--- config.mk ---
export PLATFORM = sky130hd
export DESIGN_NAME = terminal_line_editor
export DESIGN_NICKNAME = d
export VERILOG_FILES = /design/src/rtl/tle_pkg.sv /design/src/rtl/tle_cell.sv /design/src/rtl/tle_row.sv /design/src/rtl/terminal_line_editor.sv
export SDC_FILE = /design/constraint.sdc
export NUM_CORES = 2
export LEC_CHECK = 0
export BUFFER_PORTS_ARGS = -buffer_cell sky130_fd_sc_hd__clkbuf_2
export CORE_MARGIN = 5
export CORE_UTILIZATION = 50
export DETAILED_ROUTE_END_ITERATION = 10
export GPL_TIMING_DRIVEN = 1
export PLACE_DENSITY = 0.63
export SYNTH_ARGS = -nofsm -noshare
export SYNTH_HDL_FRONTEND = slang
export SYNTH_SLANG_ARGS = --single-unit
--- constraint.sdc ---
create_clock -name clock -period 7.5 [get_ports clock]
set_clock_uncertainty 0.05 [all_clocks]
set_input_delay 0.375 -clock clock [delete_from_list [all_inputs] [get_ports clock]]
set_output_delay 0.375 -clock clock [all_outputs]
set_load 0.01 [all_outputs]
--- src/rtl/tle_pkg.sv ---
// Shared types, codes and echo-sequence functions for the terminal line editor.
package tle_pkg;

   localparam int POS_W = 8;
   localparam int IDX_W = 3;

   typedef logic [POS_W-1:0] pos_type;
   typedef logic [IDX_W-1:0] idx_type;
   typedef logic [7:0]       byte_type;

   // request kinds
   localparam logic [1:0] REQ_BYTE    = 2'd0;
   localparam logic [1:0] REQ_READ    = 2'd1;
   localparam logic [1:0] REQ_RELEASE = 2'd2;

   // result kinds
   localparam logic [1:0] RK_ECHO = 2'd0;
   localparam logic [1:0] RK_LINE = 2'd1;
   localparam logic [1:0] RK_READ = 2'd2;
   localparam logic [1:0] RK_DROP = 2'd3;

   // terminal bytes
   localparam byte_type CH_NUL      = 8'd0;
   localparam byte_type CH_TAB      = 8'd9;
   localparam byte_type CH_LF       = 8'd10;
   localparam byte_type CH_CR       = 8'd13;
   localparam byte_type CH_ESC      = 8'd27;
   localparam byte_type CH_ONE      = 8'd49;
   localparam byte_type CH_AT       = 8'd64;
   localparam byte_type CH_C        = 8'd67;
   localparam byte_type CH_D        = 8'd68;
   localparam byte_type CH_P        = 8'd80;
   localparam byte_type CH_LBRACKET = 8'd91;
   localparam byte_type CH_DEL_AT   = 8'd126;
   localparam byte_type CH_DEL_BACK = 8'd127;

   typedef enum logic [1:0] {
      OP_NONE   = 2'd0,
      OP_INSERT = 2'd1,
      OP_DELETE = 2'd2
   } cell_op_type;

   typedef struct packed {
      cell_op_type op;
      pos_type     pos;
      byte_type    ch;
   } row_ctrl_type;

   typedef enum logic [3:0] {
      SEQ_ESC_D     = 4'd0,
      SEQ_ESC_C     = 4'd1,
      SEQ_ESC_P     = 4'd2,
      SEQ_BACKSPACE = 4'd3,
      SEQ_INSERT    = 4'd4,
      SEQ_ENTER     = 4'd5,
      SEQ_DROP      = 4'd6,
      SEQ_READ      = 4'd7
   } seq_type;

   function automatic idx_type seq_last(seq_type s);
      case (s)
         SEQ_ESC_D, SEQ_ESC_C, SEQ_ESC_P: seq_last = 3'd3;
         SEQ_BACKSPACE:                   seq_last = 3'd7;
         SEQ_INSERT:                      seq_last = 3'd4;
         SEQ_ENTER:                       seq_last = 3'd1;
         default:                         seq_last = 3'd0;
      endcase
   endfunction

   // ESC [ 1 code
   function automatic byte_type esc_byte(logic [1:0] i, byte_type code);
      case (i)
         2'd0:    esc_byte = CH_ESC;
         2'd1:    esc_byte = CH_LBRACKET;
         2'd2:    esc_byte = CH_ONE;
         default: esc_byte = code;
      endcase
   endfunction

   function automatic byte_type seq_data(seq_type s, idx_type i, byte_type ch, byte_type rd);
      case (s)
         SEQ_ESC_D:     seq_data = esc_byte(i[1:0], CH_D);
         SEQ_ESC_C:     seq_data = esc_byte(i[1:0], CH_C);
         SEQ_ESC_P:     seq_data = esc_byte(i[1:0], CH_P);
         SEQ_BACKSPACE: seq_data = esc_byte(i[1:0], i[2] ? CH_P : CH_D);
         SEQ_INSERT:    seq_data = i[2] ? ch : esc_byte(i[1:0], CH_AT);
         SEQ_ENTER:     seq_data = (i == 3'd0) ? CH_LF : CH_NUL;
         SEQ_DROP:      seq_data = ch;
         SEQ_READ:      seq_data = rd;
         default:       seq_data = CH_NUL;
      endcase
   endfunction

   function automatic logic [1:0] seq_kind(seq_type s, idx_type i);
      case (s)
         SEQ_ENTER: seq_kind = (i == 3'd1) ? RK_LINE : RK_ECHO;
         SEQ_DROP:  seq_kind = RK_DROP;
         SEQ_READ:  seq_kind = RK_READ;
         default:   seq_kind = RK_ECHO;
      endcase
   endfunction

endpackage

--- src/rtl/tle_cell.sv ---
// One character cell of the line store; shifts with its neighbors on insert and delete.
module tle_cell #(
   parameter int IDX = 0
) (
   input  logic                  clock,
   input  tle_pkg::row_ctrl_type ctrl,
   input  tle_pkg::byte_type     left_ch,
   input  tle_pkg::byte_type     right_ch,
   input  tle_pkg::pos_type      rd_pos,
   output tle_pkg::byte_type     ch,
   output tle_pkg::byte_type     rd_byte
);

   localparam tle_pkg::pos_type MY_POS = tle_pkg::pos_type'(IDX);

   tle_pkg::byte_type ch_ff, ch_in;
   tle_pkg::byte_type rd_ff, rd_in;

   always_comb begin
      ch_in = ch_ff;
      case (ctrl.op)
         tle_pkg::OP_INSERT: begin
            if (MY_POS == ctrl.pos) begin
               ch_in = ctrl.ch;
            end else if (MY_POS > ctrl.pos) begin
               ch_in = left_ch;
            end
         end
         tle_pkg::OP_DELETE: begin
            if (MY_POS >= ctrl.pos) begin
               ch_in = right_ch;
            end
         end
         default: ch_in = ch_ff;
      endcase
      // gated copy feeds the read OR tree
      rd_in = (rd_pos == MY_POS) ? ch_ff : '0;
   end

   always_ff @(posedge clock) begin
      ch_ff <= ch_in;
      rd_ff <= rd_in;
   end

   assign ch      = ch_ff;
   assign rd_byte = rd_ff;

endmodule

--- src/rtl/tle_row.sv ---
// Row of character cells plus a registered OR tree for indexed reads.
module tle_row #(
   parameter int LINE_MAX = 80
) (
   input  logic                  clock,
   input  tle_pkg::row_ctrl_type ctrl,
   input  tle_pkg::pos_type      rd_pos,
   output tle_pkg::byte_type     rd_data
);

   localparam int GROUPS = (LINE_MAX + 7) / 8;

   tle_pkg::byte_type ch_w [LINE_MAX];
   tle_pkg::byte_type rd_w [LINE_MAX];
   tle_pkg::byte_type grp_ff [GROUPS];
   tle_pkg::byte_type grp_in [GROUPS];
   tle_pkg::byte_type out_ff, out_in;

   for (genvar i = 0; i < LINE_MAX; i++) begin : g_cell
      tle_pkg::byte_type left_w, right_w;
      if (i == 0) begin : g_first
         assign left_w = tle_pkg::CH_NUL;
      end else begin : g_mid_l
         assign left_w = ch_w[i-1];
      end
      if (i == LINE_MAX - 1) begin : g_last
         assign right_w = ch_w[i];
      end else begin : g_mid_r
         assign right_w = ch_w[i+1];
      end
      tle_cell #(.IDX(i)) u_cell (
         .clock    (clock),
         .ctrl     (ctrl),
         .left_ch  (left_w),
         .right_ch (right_w),
         .rd_pos   (rd_pos),
         .ch       (ch_w[i]),
         .rd_byte  (rd_w[i])
      );
   end

   always_comb begin
      for (int g = 0; g < GROUPS; g++) begin
         grp_in[g] = '0;
         for (int k = 0; k < 8; k++) begin
            if (g * 8 + k < LINE_MAX) begin
               grp_in[g] = grp_in[g] | rd_w[g * 8 + k];
            end
         end
      end
      out_in = '0;
      for (int g = 0; g < GROUPS; g++) begin
         out_in = out_in | grp_ff[g];
      end
   end

   always_ff @(posedge clock) begin
      grp_ff <= grp_in;
      out_ff <= out_in;
   end

   assign rd_data = out_ff;

endmodule

--- src/rtl/terminal_line_editor.sv ---
// Terminal line editor top level: byte decode, cursor/length control, result sequencer.
// Edits: an edit shows its first result in the cycle after the item is accepted;
//   a read passes the read position register and the row's cell gate, group OR and
//   final OR registers before its result shows. Items are taken one at a time: a new
//   item waits until the result sequencer has emitted every result of the last one.
// Reset: synchronous, active high; clears cursor, length, escape and hold flags
//   and the sequencer. Line store cells are not reset (unreadable until written).
module terminal_line_editor #(
   parameter int LINE_MAX = 80
) (
   input  logic       clock,
   input  logic       reset,
   input  logic       req_valid,
   output logic       req_ready,
   input  logic [1:0] req_kind,
   input  logic [7:0] req_rx_byte,
   input  logic [6:0] req_read_index,
   output logic       rsp_valid,
   input  logic       rsp_ready,
   output logic [1:0] rsp_result_kind,
   output logic [7:0] rsp_data_byte,
   output logic [6:0] rsp_line_length,
   output logic [6:0] rsp_cursor_pos,
   output logic       rsp_last_of_run
);

   localparam tle_pkg::pos_type LINE_MAX_POS = tle_pkg::pos_type'(LINE_MAX);
   localparam logic [1:0]       READ_WAIT    = 2'd2;  // row read pipeline depth minus one

   typedef enum logic [2:0] {
      ST_IDLE = 3'b001,
      ST_READ = 3'b010,
      ST_EMIT = 3'b100
   } state_type;

   state_type         state_ff, state_in;
   tle_pkg::pos_type  cursor_ff, cursor_in;
   tle_pkg::pos_type  length_ff, length_in;
   logic              esc_ff, esc_in;
   logic              held_ff, held_in;
   tle_pkg::seq_type  seq_ff, seq_in;
   tle_pkg::idx_type  idx_ff, idx_in;
   tle_pkg::byte_type ch_ff, ch_in;
   tle_pkg::pos_type  rd_pos_ff, rd_pos_in;
   logic              rd_hit_ff, rd_hit_in;
   logic [1:0]        wait_ff, wait_in;

   tle_pkg::row_ctrl_type ctrl;
   tle_pkg::byte_type     rd_data;
   tle_pkg::pos_type      req_pos;
   logic                  req_acc;
   logic                  rsp_acc;
   logic                  last;

   assign req_ready = (state_ff == ST_IDLE);
   assign rsp_valid = (state_ff == ST_EMIT);
   assign req_acc   = req_valid && req_ready;
   assign rsp_acc   = rsp_valid && rsp_ready;
   assign last      = (idx_ff == tle_pkg::seq_last(seq_ff));
   assign req_pos   = {{(tle_pkg::POS_W - 7){1'b0}}, req_read_index};

   // ------------------------------------------------------------------
   // Decode: state and line store update at the accept edge; the results
   // that follow all carry the updated cursor and length.
   // ------------------------------------------------------------------
   always_comb begin
      state_in  = state_ff;
      cursor_in = cursor_ff;
      length_in = length_ff;
      esc_in    = esc_ff;
      held_in   = held_ff;
      seq_in    = seq_ff;
      idx_in    = idx_ff;
      ch_in     = ch_ff;
      rd_pos_in = rd_pos_ff;
      rd_hit_in = rd_hit_ff;
      wait_in   = wait_ff;
      ctrl.op   = tle_pkg::OP_NONE;
      ctrl.pos  = cursor_ff;
      ctrl.ch   = req_rx_byte;

      case (state_ff)
         ST_IDLE: begin
            idx_in  = '0;
            wait_in = '0;
            ch_in   = req_rx_byte;
            if (req_acc) begin
               case (req_kind)
                  tle_pkg::REQ_BYTE: begin
                     if (held_ff) begin
                        seq_in   = tle_pkg::SEQ_DROP;
                        state_in = ST_EMIT;
                     end else if (req_rx_byte == tle_pkg::CH_ESC ||
                                  (esc_ff && req_rx_byte == tle_pkg::CH_LBRACKET)) begin
                        esc_in = 1'b1;
                     end else if (req_rx_byte == tle_pkg::CH_NUL) begin
                        // NUL is dropped silently and keeps a pending escape
                        esc_in = esc_ff;
                     end else if (esc_ff) begin
                        esc_in = 1'b0;
                        if (req_rx_byte == tle_pkg::CH_D && cursor_ff != '0) begin
                           cursor_in = cursor_ff - 1'b1;
                           seq_in    = tle_pkg::SEQ_ESC_D;
                           state_in  = ST_EMIT;
                        end else if (req_rx_byte == tle_pkg::CH_C && cursor_ff < length_ff) begin
                           cursor_in = cursor_ff + 1'b1;
                           seq_in    = tle_pkg::SEQ_ESC_C;
                           state_in  = ST_EMIT;
                        end
                     end else begin
                        case (req_rx_byte)
                           tle_pkg::CH_CR: begin
                              held_in  = 1'b1;
                              seq_in   = tle_pkg::SEQ_ENTER;
                              state_in = ST_EMIT;
                           end
                           tle_pkg::CH_DEL_AT: begin
                              if (cursor_ff < length_ff) begin
                                 ctrl.op   = tle_pkg::OP_DELETE;
                                 length_in = length_ff - 1'b1;
                                 seq_in    = tle_pkg::SEQ_ESC_P;
                                 state_in  = ST_EMIT;
                              end
                           end
                           tle_pkg::CH_DEL_BACK: begin
                              if (cursor_ff != '0) begin
                                 ctrl.op   = tle_pkg::OP_DELETE;
                                 ctrl.pos  = cursor_ff - 1'b1;
                                 cursor_in = cursor_ff - 1'b1;
                                 length_in = length_ff - 1'b1;
                                 seq_in    = tle_pkg::SEQ_BACKSPACE;
                                 state_in  = ST_EMIT;
                              end
                           end
                           tle_pkg::CH_TAB: begin
                              esc_in = 1'b0;
                           end
                           default: begin
                              if (length_ff < LINE_MAX_POS && cursor_ff <= length_ff) begin
                                 ctrl.op   = tle_pkg::OP_INSERT;
                                 cursor_in = cursor_ff + 1'b1;
                                 length_in = length_ff + 1'b1;
                                 seq_in    = tle_pkg::SEQ_INSERT;
                                 state_in  = ST_EMIT;
                              end
                           end
                        endcase
                     end
                  end
                  tle_pkg::REQ_READ: begin
                     rd_pos_in = req_pos;
                     rd_hit_in = (req_pos < length_ff);
                     seq_in    = tle_pkg::SEQ_READ;
                     state_in  = ST_READ;
                  end
                  tle_pkg::REQ_RELEASE: begin
                     if (held_ff) begin
                        held_in   = 1'b0;
                        cursor_in = '0;
                        length_in = '0;
                     end
                  end
                  default: state_in = ST_IDLE;
               endcase
            end
         end
         ST_READ: begin
            wait_in = wait_ff + 1'b1;
            if (wait_ff == READ_WAIT) begin
               state_in = ST_EMIT;
            end
         end
         ST_EMIT: begin
            if (rsp_acc) begin
               idx_in = idx_ff + 1'b1;
               if (last) begin
                  state_in = ST_IDLE;
               end
            end
         end
         default: state_in = ST_IDLE;
      endcase
   end

   always_ff @(posedge clock) begin
      if (reset) begin
         state_ff  <= ST_IDLE;
         cursor_ff <= '0;
         length_ff <= '0;
         esc_ff    <= 1'b0;
         held_ff   <= 1'b0;
         idx_ff    <= '0;
         wait_ff   <= '0;
      end else begin
         state_ff  <= state_in;
         cursor_ff <= cursor_in;
         length_ff <= length_in;
         esc_ff    <= esc_in;
         held_ff   <= held_in;
         idx_ff    <= idx_in;
         wait_ff   <= wait_in;
      end
      seq_ff    <= seq_in;
      ch_ff     <= ch_in;
      rd_pos_ff <= rd_pos_in;
      rd_hit_ff <= rd_hit_in;
   end

   // line store: chain of cells
   tle_row #(.LINE_MAX(LINE_MAX)) u_row (
      .clock   (clock),
      .ctrl    (ctrl),
      .rd_pos  (rd_pos_ff),
      .rd_data (rd_data)
   );

   // result fields are decoded from registered sequencer state
   assign rsp_result_kind = tle_pkg::seq_kind(seq_ff, idx_ff);
   assign rsp_data_byte   = tle_pkg::seq_data(seq_ff, idx_ff, ch_ff,
                                              rd_hit_ff ? rd_data : tle_pkg::CH_NUL);
   assign rsp_line_length = length_ff[6:0];
   assign rsp_cursor_pos  = cursor_ff[6:0];
   assign rsp_last_of_run = last;

`ifndef ASSERT_OFF
   a_cursor_in_line: assert property (@(posedge clock) disable iff (reset)
      cursor_ff <= length_ff)
      else $error("cursor beyond line length");

   a_length_bound: assert property (@(posedge clock) disable iff (reset)
      length_ff <= LINE_MAX_POS)
      else $error("line length beyond capacity");

   a_idx_bound: assert property (@(posedge clock) disable iff (reset)
      rsp_valid |-> idx_ff <= tle_pkg::seq_last(seq_ff))
      else $error("result index past end of sequence");

   a_read_to_emit: assert property (@(posedge clock) disable iff (reset)
      (state_ff == ST_READ && wait_ff == READ_WAIT) |=> rsp_valid)
      else $error("read result not presented after row pipeline");
`endif

endmodule

==> flow_summary.yaml <==
run_status:
  status: "finished clean"
layout:
  drive_gt1_share_pct: 9.14
  final_nets: 4941
  mostFrequentLayoutCell: "dfxtp_1"
  fill_cells: 9834
  area_delta_synth_final_pct: 10.8
  mostFrequentLayoutCells: "754 x dfxtp_1, 659 x edfxtp_1, 632 x and2_1, 459 x nor3b_1, 457 x a221o_1"
routing:
  drcViolationCount: 0
  dr.first_iter.drc_count: 4780
  topRoutingLayerUsed: "met5"
  drt-met1-wl_um: 76400
  wl_met3_um: 15200
  via_per_inst: 6.34
  dr_wl_met2_um: 82400
  final_antenna_net_count: 0
  wl_um: 182000
  wl_per_cell_um: 27.9
  via_count: 41500
  firstDrtPassIters: 8
setup_path:
  arrival_ns: 6.33
  critPathLaunchType: "flip-flop"
  required_ns: 7.95
  r2r_slack_ns: 1.63
  crit_fanout: 16
  worstReg2RegStart: "cursor_ff[0]"
  reg2reg_to: "u_row.g_cell[10].u_cell.ch[0]"
  cp-end-kind: "flip-flop"
  critPathKind: "flip-flop to flip-flop"
  reg2reg_depth: 11
sta:
  max_freq_ghz: 0.170
  tightest_slew_ns: 1.38
  setup_violations: 0
  final.period_utilization_pct: 78.3
  finalWorstSetupSlack_ns: 1.63
  holdWs_ns: 0.0956
  tns_ns: 0
  finalMaxSlewViolations: 0
  hold_viol: 0
  slew_headroom_pct: 6.87
  min_period_ns: 5.87
  rsz0062_at_grt: "no"
placement:
  place.gp.congestion: 0.931
  port_buffers: 47
  dp_slack_ns: 1.80
  dp_hpwl_um: 124000
clock_tree:
  clk_latency_ns: 0.76
  htreeDepth: 4
  clk_path_buf_depth: 3
  root_buffer: "clkbuf_16"
  path_clk_slew_ns: 0.06
  clock-sinks: 1413
  cts-resized-gates: 0
  cts_buffers: 147
  tritoncts: "yes"
grt:
  gr-total-overflow: 0
  grt_pass1_wl_um: 265000
  grt_max_degree: 257
  gr-usage-all-layers_pct: 28.8
  grt_pass1_vias: 39700
  antenna_found_initial: 6
power:
  leakagePower_nw: 24.1
  ir_worst_vdd_mv: 0.271
  power.density_nw_per_um2: 252
yosys:
  syn-instance-count: 4977
  synth_edf_count: 659
  async_flop_share_pct: 0
  synth_nets: 5031
  synthesis.area_um2: 58400
  ys_ff_latch: 1413
  synth-main-ff-cell: "dfxtp_1"
  synth-seq-area-share_pct: 59.7
  synth_cell_types: 86
  avgSynthCellArea_um2: 11.7
  yosysWarnings: 0
floorplanning:
  start_util_pct: 50.3
  die_area_um2: 124000
  pin_count: 48
  fp-row-count: 125
  die_y_um: 352
  die_w_um: 352
  core_area_um2: 116000
min_path:
  hold_path.class: "input port to flip-flop"
  hp-start: "req_kind[1]"
  min_to: "seq_ff[0]"
  worst_hold_path.num_cells: 2
job:
  maxCapViolations: 0
-- cell families after synthesis --
| kind of cell | share of synthesized area (%) |
|---|---|
| xor+xnor | 0.120 |
| compound gates | 12.0 |
| simple gates | 21.5 |
| fa+ha+maj | 0.719 |
| mux | 2.93 |
| flops | 59.7 |
| buf+inv | 3.00 |
-- cells in the mapped netlist (all sizes together), types with 17 or more instances --
master  count  share of area, %
nor4      211               2.7
mux2i     153               2.6
edfxtp    659                34
o211ai     19              0.25
nor3b     459               5.9
nand4      21              0.24
a21oi     116              0.99
dfxtp     754                26
nor2b      21              0.22
nand2     344               2.2
inv        50              0.32
nor2      176               1.2
nand2b     17              0.18
clkbuf    271               1.7
a221o     457               7.8
nor3       49              0.64
o21ai     187               1.6
buf        99              0.94
a31oi      18              0.19
ha         32              0.69
nand3      59              0.51
and2      634               6.8
-- registers in the layout, indices dropped and copies added (netlist names), 2 cells and up --
name and count:
ch_ff 8, cursor_ff 8, idx_ff 3, length_ff 8, rd_pos_ff 7, seq_ff 3
state_ff 3, u_row.g_cell.u_cell.ch 640, u_row.g_cell.u_cell.rd_byte 640, u_row.grp_ff 80, u_row.rd_data 8, wait_ff 2
-- power breakdown --
| group | total [mW] | internal (mW) | switching (mW) | leakage, nW |
|---|---|---|---|---|
| combinational | 0.617 | 0.190 | 0.427 | 9.66 |
| sequential | 8.37 | 8.24 | 0.130 | 12.1 |
| clock | 7.29 | 4.22 | 3.07 | 2.36 |
| total | 16.3 | 12.7 | 3.63 | 24.1 |
-- worst max-delay path, cell delays in order, from the launching register on --
cell and delay (ns):
dfxtp_1 0.74, inv_1 0.32, ha_1 0.33, nor3b_1 0.17, and3_1 0.33, or4_1 0.64, nor4_1 0.79, o211ai_1 0.51
buf_4 0.35, nor2_1 0.95, nor3b_1 0.11, a221o_1 0.31
-- metrics by stage --
stage | total power, mW | instances | util, % | area, µm²
final | 16.3 | 6537 | 55.7 | 64800
after global routing | 16.7 | 6533 | 55.7 | 64700
after CTS | 16.3 | 6532 | 55.7 | 64700
after detailed placement | 9.14 | 6251 | 51.4 | 59800
after global placement | 9.12 | 6251 | 51.4 | 59800
after floorplan | 8.84 | 4977 | - | 58400
-- cell type report --
type | instances | area [µm²] | area share [%]
inverters | 51 | 191 | 0.296
clock buffers | 220 | 4290 | 6.62
repair buffers | 131 | 932 | 1.44
flip-flops and latches | 1413 | 34900 | 53.9
clock inverters | 51 | 551 | 0.850
well taps | 1524 | 1910 | 2.94
diodes | 4 | 10.0 | 0.0155
multi-input cells | 3143 | 22000 | 34.0
-- worst max path at each step --
stage                         startpoint                             to  depth (start not counted)
final                       cursor_ff[0]  u_row.g_cell[10].u_cell.ch[0]                         11
after global routing         state_ff[0]  u_row.g_cell[48].u_cell.ch[2]                          9
after CTS                    state_ff[0]  u_row.g_cell[19].u_cell.ch[7]                          8
after detailed placement     state_ff[0]  u_row.g_cell[19].u_cell.ch[7]                          8
after global placement    req_rx_byte[5]  u_row.g_cell[16].u_cell.ch[1]                         11
after floorplan           req_rx_byte[3]   u_row.g_cell[5].u_cell.ch[0]                         14
-- routing by layer --
metal | vias up | track usage, %
met5 | - | 0
met4 | 6 | 12.1
met3 | 413 | 5.98
met2 | 1886 | 45.2
met1 | 20700 | 39.2
li1 | 18500 | -
-- timing repair --
action	CTS	global route
buffers inserted	0	0
hold buffers	10	0
hold endpoints to repair	13	0
Power figures use the tool's default switching activity.
